==> config.mk <==
export PLATFORM = sky130hd
export DESIGN_NAME = bpu_position
export DESIGN_NICKNAME = d
export VERILOG_FILES = /design/src/design/bpu_pkg.sv /design/src/design/bpu_position.sv
export SDC_FILE = /design/constraint.sdc
export NUM_CORES = 1
export LEC_CHECK = 0
export BUFFER_PORTS_ARGS = -buffer_cell sky130_fd_sc_hd__buf_2
export CORE_UTILIZATION = 60
export CTS_CLUSTER_DIAMETER = 200
export CTS_CLUSTER_SIZE = 30
export DETAILED_ROUTE_END_ITERATION = 10
export PLACE_DENSITY = 0.82
export SYNTH_ARGS = -nofsm -noshare
export SYNTH_HDL_FRONTEND = slang
export SYNTH_SLANG_ARGS = --single-unit
==> constraint.sdc <==
create_clock -name clk -period 6.4 [get_ports clk]
set_clock_uncertainty 0.2 [all_clocks]
set_input_delay 1.28 -clock clk [delete_from_list [all_inputs] [get_ports clk]]
set_output_delay 1.28 -clock clk [all_outputs]
set_load 0.02 [all_outputs]
==> src/design/bpu_pkg.sv <==
// Shared types and constants for the BMP pixel unpacker.
// No dependencies; imported by bpu_position, bpu_palette and the top level.
package bpu_pkg;

  // Counter widths; all counts are bounded by the 13-bit geometry registers
  localparam int CNT_W = 13;
  localparam int RBC_W = 15;   // bytes per row, up to 3 * 8191 rounded to 4

  // Register indexes of the configuration port
  localparam logic [1:0] CFG_PIXEL_DEPTH_MODE = 2'd0;
  localparam logic [1:0] CFG_IMAGE_WIDTH      = 2'd1;
  localparam logic [1:0] CFG_IMAGE_HEIGHT     = 2'd2;

  // Input transaction kinds
  localparam logic ACT_PALETTE = 1'b0;
  localparam logic ACT_DATA    = 1'b1;

  // Row strides are padded to a multiple of four bytes
  localparam logic [RBC_W-1:0] STRIDE_ALIGN_MASK = ~RBC_W'(3);

  typedef enum logic [1:0] {
    MODE_1BPP  = 2'd0,
    MODE_4BPP  = 2'd1,
    MODE_8BPP  = 2'd2,
    MODE_24BPP = 2'd3
  } depth_mode_t;

  // One data byte worth of pixels, handed from the position tracker to the emitter
  typedef struct packed {
    logic [7:0]       data;
    depth_mode_t      mode;
    logic [2:0]       cnt_m1;    // pixels in this byte minus one
    logic [CNT_W-1:0] col;       // column of the first pixel
    logic [11:0]      row;       // top-down row
    logic             last_row;  // byte lies in the last file row
    logic [CNT_W-1:0] last_col;  // effective width minus one
    logic [23:0]      rgb;       // assembled pixel for 24-bit mode
  } job_t;

endpackage

==> src/design/bpu_position.sv <==
// Decode position tracker: geometry registers, row/column/stride counters,
// 24-bit byte assembly. Depends on bpu_pkg.
module bpu_position import bpu_pkg::*; #(
  parameter int MAX_WIDTH  = 4096,
  parameter int MAX_HEIGHT = 4096
) (
  input  logic             clk,
  input  logic             rst_n,
  input  logic             cfg_we,
  input  logic [1:0]       cfg_index,
  input  logic [CNT_W-1:0] cfg_data,
  input  logic             byte_take,
  input  logic [7:0]       data_byte,
  output job_t             job,
  output logic             job_emit
);

  localparam int LIM_W = 15;

  depth_mode_t      mode_r, mode_nxt;
  logic [CNT_W-1:0] width_r, width_nxt;
  logic [CNT_W-1:0] height_r, height_nxt;
  logic [RBC_W-1:0] rbc_r, rbc_nxt;
  logic [CNT_W-1:0] col_r, col_nxt;
  logic [CNT_W-1:0] frow_r, frow_nxt;
  logic [1:0]       phase_r, phase_nxt;
  logic [15:0]      held_r, held_nxt;

  logic [CNT_W-1:0] cfg_width_eff, cfg_height_eff;
  logic [RBC_W-1:0] width3, row_bytes, stride, rbc_inc;
  logic [CNT_W-1:0] rem, frow_inc;
  logic [3:0]       n;
  logic             rgb_zone;

  // Clamp geometry: zero means one, large values saturate
  always_comb begin
    if (cfg_data == '0) begin
      cfg_width_eff = CNT_W'(1);
    end else if (LIM_W'(cfg_data) > LIM_W'(MAX_WIDTH)) begin
      cfg_width_eff = CNT_W'(MAX_WIDTH);
    end else begin
      cfg_width_eff = cfg_data;
    end
    if (cfg_data == '0) begin
      cfg_height_eff = CNT_W'(1);
    end else if (LIM_W'(cfg_data) > LIM_W'(MAX_HEIGHT)) begin
      cfg_height_eff = CNT_W'(MAX_HEIGHT);
    end else begin
      cfg_height_eff = cfg_data;
    end
  end

  // Row stride in bytes
  assign width3 = {1'b0, width_r, 1'b0} + RBC_W'(width_r);
  always_comb begin
    case (mode_r)
      MODE_1BPP: row_bytes = (RBC_W'(width_r) + RBC_W'(7)) >> 3;
      MODE_4BPP: row_bytes = (RBC_W'(width_r) + RBC_W'(1)) >> 1;
      MODE_8BPP: row_bytes = RBC_W'(width_r);
      default:   row_bytes = width3;
    endcase
  end
  assign stride = (row_bytes + RBC_W'(3)) & STRIDE_ALIGN_MASK;

  // Pixels produced by the current byte
  assign rem      = width_r - col_r;
  assign rgb_zone = rbc_r < width3;
  always_comb begin
    case (mode_r)
      MODE_1BPP: n = (rem >= CNT_W'(8)) ? 4'd8 : rem[3:0];
      MODE_4BPP: n = (rem >= CNT_W'(2)) ? 4'd2 : rem[3:0];
      MODE_8BPP: n = (rem != '0) ? 4'd1 : 4'd0;
      default:   n = (rgb_zone && phase_r == 2'd2) ? 4'd1 : 4'd0;
    endcase
  end

  assign job_emit     = n != 4'd0;
  assign job.data     = data_byte;
  assign job.mode     = mode_r;
  assign job.cnt_m1   = 3'(n - 4'd1);
  assign job.col      = col_r;
  assign job.row      = 12'(height_r - CNT_W'(1) - frow_r);
  assign job.last_row = frow_r == height_r - CNT_W'(1);
  assign job.last_col = width_r - CNT_W'(1);
  assign job.rgb      = {data_byte, held_r};

  assign rbc_inc  = rbc_r + RBC_W'(1);
  assign frow_inc = frow_r + CNT_W'(1);

  // Next position
  always_comb begin
    mode_nxt   = mode_r;
    width_nxt  = width_r;
    height_nxt = height_r;
    rbc_nxt    = rbc_r;
    col_nxt    = col_r;
    frow_nxt   = frow_r;
    phase_nxt  = phase_r;
    held_nxt   = held_r;
    if (cfg_we) begin
      case (cfg_index)
        CFG_PIXEL_DEPTH_MODE: mode_nxt   = depth_mode_t'(cfg_data[1:0]);
        CFG_IMAGE_WIDTH:      width_nxt  = cfg_width_eff;
        CFG_IMAGE_HEIGHT:     height_nxt = cfg_height_eff;
        default:              ;
      endcase
      if (cfg_index == CFG_PIXEL_DEPTH_MODE || cfg_index == CFG_IMAGE_WIDTH ||
          cfg_index == CFG_IMAGE_HEIGHT) begin
        rbc_nxt   = '0;
        col_nxt   = '0;
        frow_nxt  = '0;
        phase_nxt = '0;
        held_nxt  = '0;
      end
    end else if (byte_take) begin
      // 24-bit assembly: blue, green held, red completes the pixel
      if (mode_r == MODE_24BPP && rgb_zone) begin
        case (phase_r)
          2'd0: begin
            held_nxt  = {8'h00, data_byte};
            phase_nxt = 2'd1;
          end
          2'd1: begin
            held_nxt  = {data_byte, held_r[7:0]};
            phase_nxt = 2'd2;
          end
          default: begin
            held_nxt  = '0;
            phase_nxt = 2'd0;
          end
        endcase
      end
      if (rbc_inc >= stride) begin
        rbc_nxt   = '0;
        col_nxt   = '0;
        phase_nxt = '0;
        held_nxt  = '0;
        frow_nxt  = (frow_inc >= height_r) ? '0 : frow_inc;
      end else begin
        rbc_nxt = rbc_inc;
        col_nxt = col_r + CNT_W'(n);
      end
    end
  end

  always_ff @(posedge clk) begin
    if (!rst_n) begin
      mode_r   <= MODE_8BPP;
      width_r  <= CNT_W'(1);
      height_r <= CNT_W'(1);
      rbc_r    <= '0;
      col_r    <= '0;
      frow_r   <= '0;
      phase_r  <= '0;
      held_r   <= '0;
    end else begin
      mode_r   <= mode_nxt;
      width_r  <= width_nxt;
      height_r <= height_nxt;
      rbc_r    <= rbc_nxt;
      col_r    <= col_nxt;
      frow_r   <= frow_nxt;
      phase_r  <= phase_nxt;
      held_r   <= held_nxt;
    end
  end

endmodule

==> results of run 1 <==
[through the flow]
step | total power, mW | utilization | cells
6_report | 1.57 | 0.694 | 1337
5_1_grt | 1.65 | 0.694 | 1337
4_1_cts | 1.58 | 0.691 | 1337
3_5_place_dp | 0.996 | 0.667 | 1321
3_3_place_gp | 0.990 | 0.667 | 1321
2_1_floorplan | 0.884 | - | 1084
[worst max path at each step]
| stage | depth (start not counted) | startpoint | slack [ns] | to |
|---|---|---|---|---|
| global placement | 19 | width_r[0]$_SDFFE_PN1P_ | 0.57 | job[65] |
| floorplan | 18 | width_r[1]$_SDFFE_PN0P_ | 0.73 | job[65] |
| global route | 19 | width_r[0]$_SDFFE_PN1P_ | -0.006 | job[65] |
| finish | 19 | width_r[0]$_SDFFE_PN1P_ | 0.23 | job[65] |
| CTS | 19 | width_r[0]$_SDFFE_PN1P_ | 0.03 | job[65] |
| detailed placement | 19 | width_r[0]$_SDFFE_PN1P_ | 0.43 | job[65] |
[placed cells by master, fill, tap and decap left out, drive strengths merged, types with 21 or more instances in the layout]
cell	n
buf	115
nor2	80
nor3	22
o21ai	56
xor2	32
inv	73
and3	25
xnor2	73
a21oi	44
nor2b	34
a21o	21
a21boi	45
nand3	36
ha	97
dfxtp	87
nand2	121
[cells by family after synthesis]
group | after synthesis
AOI/OAI and AO/OA | 272
xor gates and xnor gates | 105
adders and majority gates | 101
buffers and inverters | 126
DFF | 87
muxes | 7
and+or+nand+nor | 386
[power by group through the flow]
| stage | sequential (mW) | clock (mW) | combinational [mW] |
|---|---|---|---|
| detailed placement | 0.576 | 0 | 0.420 |
| floorplan | 0.572 | 0 | 0.312 |
| finish | 0.565 | 0.583 | 0.428 |
| global placement | 0.576 | 0 | 0.414 |
| CTS | 0.564 | 0.592 | 0.423 |
| global route | 0.565 | 0.620 | 0.470 |
[final cells by class]
type | count | area [µm²] | share of cell area
Multi-Input combinational cell | 871 | 6160 | 0.660
Sequential cell | 87 | 1750 | 0.187
Timing Repair Buffer | 115 | 606 | 0.0649
Inverter | 72 | 270 | 0.0289
Clock buffer | 10 | 239 | 0.0256
Tap cell | 176 | 220 | 0.0236
Clock inverter | 6 | 91.3 | 0.00978
[flip-flops by register name (all words and copies together) (netlist names)]
name,cells
rbc_r,15
phase_r,2
held_r,16
height_r,13
width_r,13
frow_r,13
mode_r,2
col_r,13
[metal layers]
layer	up-vias	track usage
met3	50	0.0528
met2	332	0.503
met4	0	0.144
met5	-	0
li1	3960	-
met1	3688	0.417
[what timing repair did]
item | CTS | global route
hold buffers | 0 | 0
endpoints found under the setup margin | 0 | 4
gates resized for setup | 0 | 14
==> impl_metrics.yaml, run 1 <==
critical_path:
  cp-start-kind: "register"
  worst-endpoint-arrival_ns: 4.69
  cpMaxStageDelayCell: "fa_1"
  r2r_setup_slack_ns: 0.75
  cp_num_buf_inv: 1
  crit_path_cell_trace: "ha_2 > fa_1 > a211oi_2 > o21ai_1 > a41oi_2 > xor2_1 > ha_1 > nand2_1 > nor2_1 > a221oi_1 > o21ai_0 > a41oi_1 > o211a_2 > nand3b_1 > nand3_1 > a21oi_2 > ha_1 > xor2_1 > buf_2"
  cp_top_family: "compound AO/OA/AOI/OAI gates"
  worstRegToRegCells: 18
  critical_path_class: "register to output pin"
  timing.rr.end: "frow_r[7]$_SDFFE_PN0P_"
  cp_max_fo: 9
  end_kind: "output pin"
  r2r-start: "width_r[0]$_SDFFE_PN1P_"
  cp.required_ns: 4.92
  cpPeakStageDelay_ns: 0.44
power_and_ir_drop:
  p_int_mw: 1.07
  p_clk_frac: 0.370
  swShare: 0.321
  power_frac_comb: 0.272
  power.density_nw_per_um2: 169
  switchingPower_mw: 0.505
  seqPwrFrac: 0.358
  p_leak_nw: 4.15
  vdd_ir_drop_max_v: 0.000154
yosys:
  syn_area_um2: 8410
  yosys.area_share.simple: 0.230
  synth_nets: 1212
  yosysSeqAreaShare: 0.207
  synth_area_leaders: "dfxtp_1, ha_1, xnor2_1"
  synthXorXnorAreaFrac: 0.109
  synthTopCellsByCount: "nand2_1, ha_1, dfxtp_1"
  syn_inst: 1084
  synth_compound_area_frac: 0.225
  muxShareOfSynthArea: 0.0101
  synth_most_common_cell: "nand2_1"
  ys.flop_type: "dfxtp_1"
  syn_avg_cell_area_um2: 7.76
  synth_fa_ha_area_frac: 0.154
  yosys_register_bits: 87
  synth.distinct_cells: 82
  synth_top_area_cell: "dfxtp_1"
  synth-edff-count: 0
  synthDominantCellAreaShare: 0.207
  yosysWarnings: 0
  synth_top_family_by_area: "simple AND/OR/NAND/NOR gates"
  synth_async_sr_flop_share: 0
route:
  vias: 8030
  met3_length_um: 1630
  drc: 0
  via_per_inst: 6.01
  drt-met1-wl_um: 9970
  maxUsedRoutingLayer: "met4"
  ant_nets: 0
  drt_iter0_drc: 704
  drt_wl_total_um: 22100
  wl_per_cell_um: 16.6
  dr_wl_met2_um: 9750
  first_pass_iters: 5
run_status:
  status: "complete, no violations"
worst_hold_path:
  hold_start: "held_r[6]$_SDFFE_PN0P_"
  min_path_type: "register to register"
  min_to: "held_r[6]$_SDFFE_PN0P_"
  hold_depth: 1
cts:
  clk_pin_slew_ns: 0.07
  insertion_delay_ns: 0.34
  postCtsSetupBuffers: 0
  cts.sinks: 87
  cts_tree: "done"
  numCtsBuffers: 9
  htreeDepth: 3
  cts_max_path_buffers: 2
  root_buffer: "clkbuf_16"
timing:
  setup_slack_ns: 0.230
  report.final.slew_viol_count: 0
  holdWs_ns: 0.275
  fin_crit_sh: 0.964
  setup_viol: 0
  hold_viol: 0
  worst_pin_slew_ns: 0.846
  relSlewSlack: 0.434
  fmax_ghz: 0.162
  fin_setup_tns_ns: 0
  final.min_clock_period_ns: 6.17
grt:
  grt_pass1_wl_um: 36400
  grt_overflow: 0
  grt_max_degree: 62
  grtUsageTotal: 0.315
  grt_pass1_vias: 7454
  antenna_found_initial: 0
final_layout:
  fin_area_um2: 9340
  layout-drive-gt1-share: 0.140
  fillers: 1183
  antennaDiodeCount: 0
  fin_nets: 1284
  area_growth_pct: 11.0
die:
  die_area_um2: 14500
  coreArea_um2: 13500
  die_h_um: 120
  fp-row-count: 42
  ioPinCount: 104
  die_width_um: 120
  start_util: 0.625
placement:
  routabilityCongestion: 1.01
  placed_cell_area_um2: 8970
  dpl.hpwl_um: 17100
  port_buffers: 103
  dpl_worst_slack_ns: 0.426
flow_run:
  cap_violations: 0
Power figures use the tool's default switching activity.
==> run 2: changes to the inputs <==
- CORE_UTILIZATION: 60 -> 40
- PLACE_DENSITY: 0.82 -> not set
- clock period: 6.4 -> 6.1 ns (I/O delays scaled with it)
==> run 2 against run 1 <==
  * Setup slack got worse by 0.029 ns
  * Die area rose by 49%
  * Flip-flop and latch count is the same
  * Clock-buffer cell count down 1
  * Routed wire length is 9.5% higher
  * Register-to-register slack got worse by 0.14 ns
  * Sequential share of layout area down 0.27 points
  * Via count shrank 2.2%
  * Combinational power up 7.7%
  * First-iteration DRC count down 33%
  * Non-clock buffer count up 10
  * Critical endpoint unchanged
==> impl_metrics.yaml, run 2 (synthesis gave the netlist of run 1 again) <==
grt:
  grtUsageTotal: 0.228
  antenna_found_initial: 0
  grt_pass1_vias: 7316
  grt_overflow: 0
  grt_max_degree: 62
  grt_pass1_wl_um: 38800
route:
  vias: 7857
  drt_wl_total_um: 24200
  first_pass_iters: 6
  ant_nets: 0
  via_per_inst: 5.45
  wl_per_cell_um: 16.8
  drc: 0
  drt_iter0_drc: 472
die:
  die_area_um2: 21600
  start_util: 0.412
  ioPinCount: 104
  coreArea_um2: 20400
  die_width_um: 147
  die_h_um: 147
  fp-row-count: 52
cts:
  htreeDepth: 3
  cts.sinks: 87
  hold_buffers: 0
  insertion_delay_ns: 0.36
  root_buffer: "clkbuf_16"
  numCtsBuffers: 9
  cts_max_path_buffers: 2
  cts_tree: "done"
  clk_pin_slew_ns: 0.07
timing:
  rsz0062_at_grt: "false"
  worst_pin_slew_ns: 0.982
  final.min_clock_period_ns: 5.90
  relSlewSlack: 0.346
  hold_viol: 0
  report.final.slew_viol_count: 0
  fin_crit_sh: 0.967
  fin_setup_tns_ns: 0
  setup_viol: 0
  fmax_ghz: 0.170
final_layout:
  fin_area_um2: 9520
  largest_reg_flops: 16
  mostFrequentLayoutCells: "nand2_1, buf_2, ha_1, dfxtp_1, nor2_1"
  regMostFlops: "held_r"
  top_regs: "held_r: 16 flops, rbc_r: 15 flops"
  antennaDiodeCount: 0
  area_growth_pct: 13.1
  layout-drive-gt1-share: 0.151
  finalNonFillerCells: 1441
  fin_nets: 1294
  final_common_cell: "nand2_1"
critical_path:
  crit_path_cell_trace: "inv_1 > ha_1 > a211oi_2 > o21ai_1 > a221o_1 > xnor2_1 > ha_1 > nand2_1 > nor2_1 > a221oi_1 > o21ai_0 > a41oi_1 > o211a_1 > nand3b_1 > nand3_2 > a21oi_1 > ha_1 > xor2_1 > buf_2"
  cp_max_fo: 9
  critical_path_class: "register to output pin"
  end_kind: "output pin"
  cp_top_family: "compound AO/OA/AOI/OAI gates"
  cp-start-kind: "register"
  cpMaxStageDelayCell: "dfxtp_4"
  cpPeakStageDelay_ns: 0.43
  cp.required_ns: 4.68
  cp_num_buf_inv: 2
  worst-endpoint-arrival_ns: 4.48
  crit_top_cell: "ha_1"
placement:
  routabilityCongestion: 0.978
  placed_cell_area_um2: 9150
  dp.cells: 1424
  dpl.hpwl_um: 19200
  port_buffers: 103
worst_hold_path:
  min_path_type: "register to register"
power_and_ir_drop:
  p_leak_nw: 4.19
  power.density_nw_per_um2: 170
  vdd_ir_drop_max_v: 0.000120
run_status:
  status: "complete, no violations"
flow_run:
  cap_violations: 0
## run 2: changes by cell type in the layout (fill, tap and decap cells not counted), moves of 2 or more
cell	before	now
bufinv_16	2	0
buf_4	12	22
inv_6	2	4
dfxtp_1	84	81
dfxtp_4	0	2
## run 2: where the power goes
| group | leakage [nW] | internal [mW] | switching (mW) | total (mW) |
|---|---|---|---|---|
| Sequential | 0.706 | 0.575 | 0.0152 | 0.591 |
| Clock | 0.146 | 0.289 | 0.274 | 0.563 |
| Combinational | 3.34 | 0.177 | 0.284 | 0.461 |
## run 2: area by class of cell
| type | count | area (µm²) |
|---|---|---|
| repair buffers | 125 | 681 |
| inverters | 72 | 270 |
| clock buffers | 9 | 225 |
| clock inverters | 7 | 71.3 |
| fillers | 2119 | 10900 |
| flip-flops and latches | 87 | 1750 |
| well taps | 270 | 338 |
| multi-input cells | 871 | 6180 |
## run 2: what timing repair did
action / 4_1_cts / 5_1_grt
endpoints found under the setup margin: 3 / 4
gates resized for setup: 4 / 19
pin swaps: 2 / 5
buffers inserted: 0 / 1
## run 2: final timing paths
path / start / endpoint / slack, ns / cells past startpoint
max: width_r[2]$_SDFFE_PN0P_ / job[65] / 0.20 / 19
min: held_r[7]$_SDFFE_PN0P_ / held_r[7]$_SDFFE_PN0P_ / 0.28 / 1
max reg2reg: width_r[0]$_SDFFE_PN1P_ / held_r[12]$_SDFFE_PN0P_ / 0.61 / 21
min reg2reg: held_r[7]$_SDFFE_PN0P_ / held_r[7]$_SDFFE_PN0P_ / 0.28 / 1
## run 2: routing by layer
metal	vias to the layer above	track usage	part of all wire	wire length [µm]
met5	-	0	0	0
met2	183	0.368	0.45	11000
met3	28	0.0407	0.058	1400
met1	3662	0.311	0.47	11400
li1	3984	-	-	-
met4	0	0.0608	0.017	420
## run 2: metrics by stage
stage	util	setup WS, ns	hold WS, ns	power (mW)
after CTS	0.463	0.0217	0.280	1.63
after floorplan	-	0.489	0.256	0.928
final	0.466	0.202	0.275	1.62
after global routing	0.466	0.00792	0.290	1.70
after global placement	0.448	0.271	0.256	1.06
after detailed placement	0.448	0.175	0.258	1.06
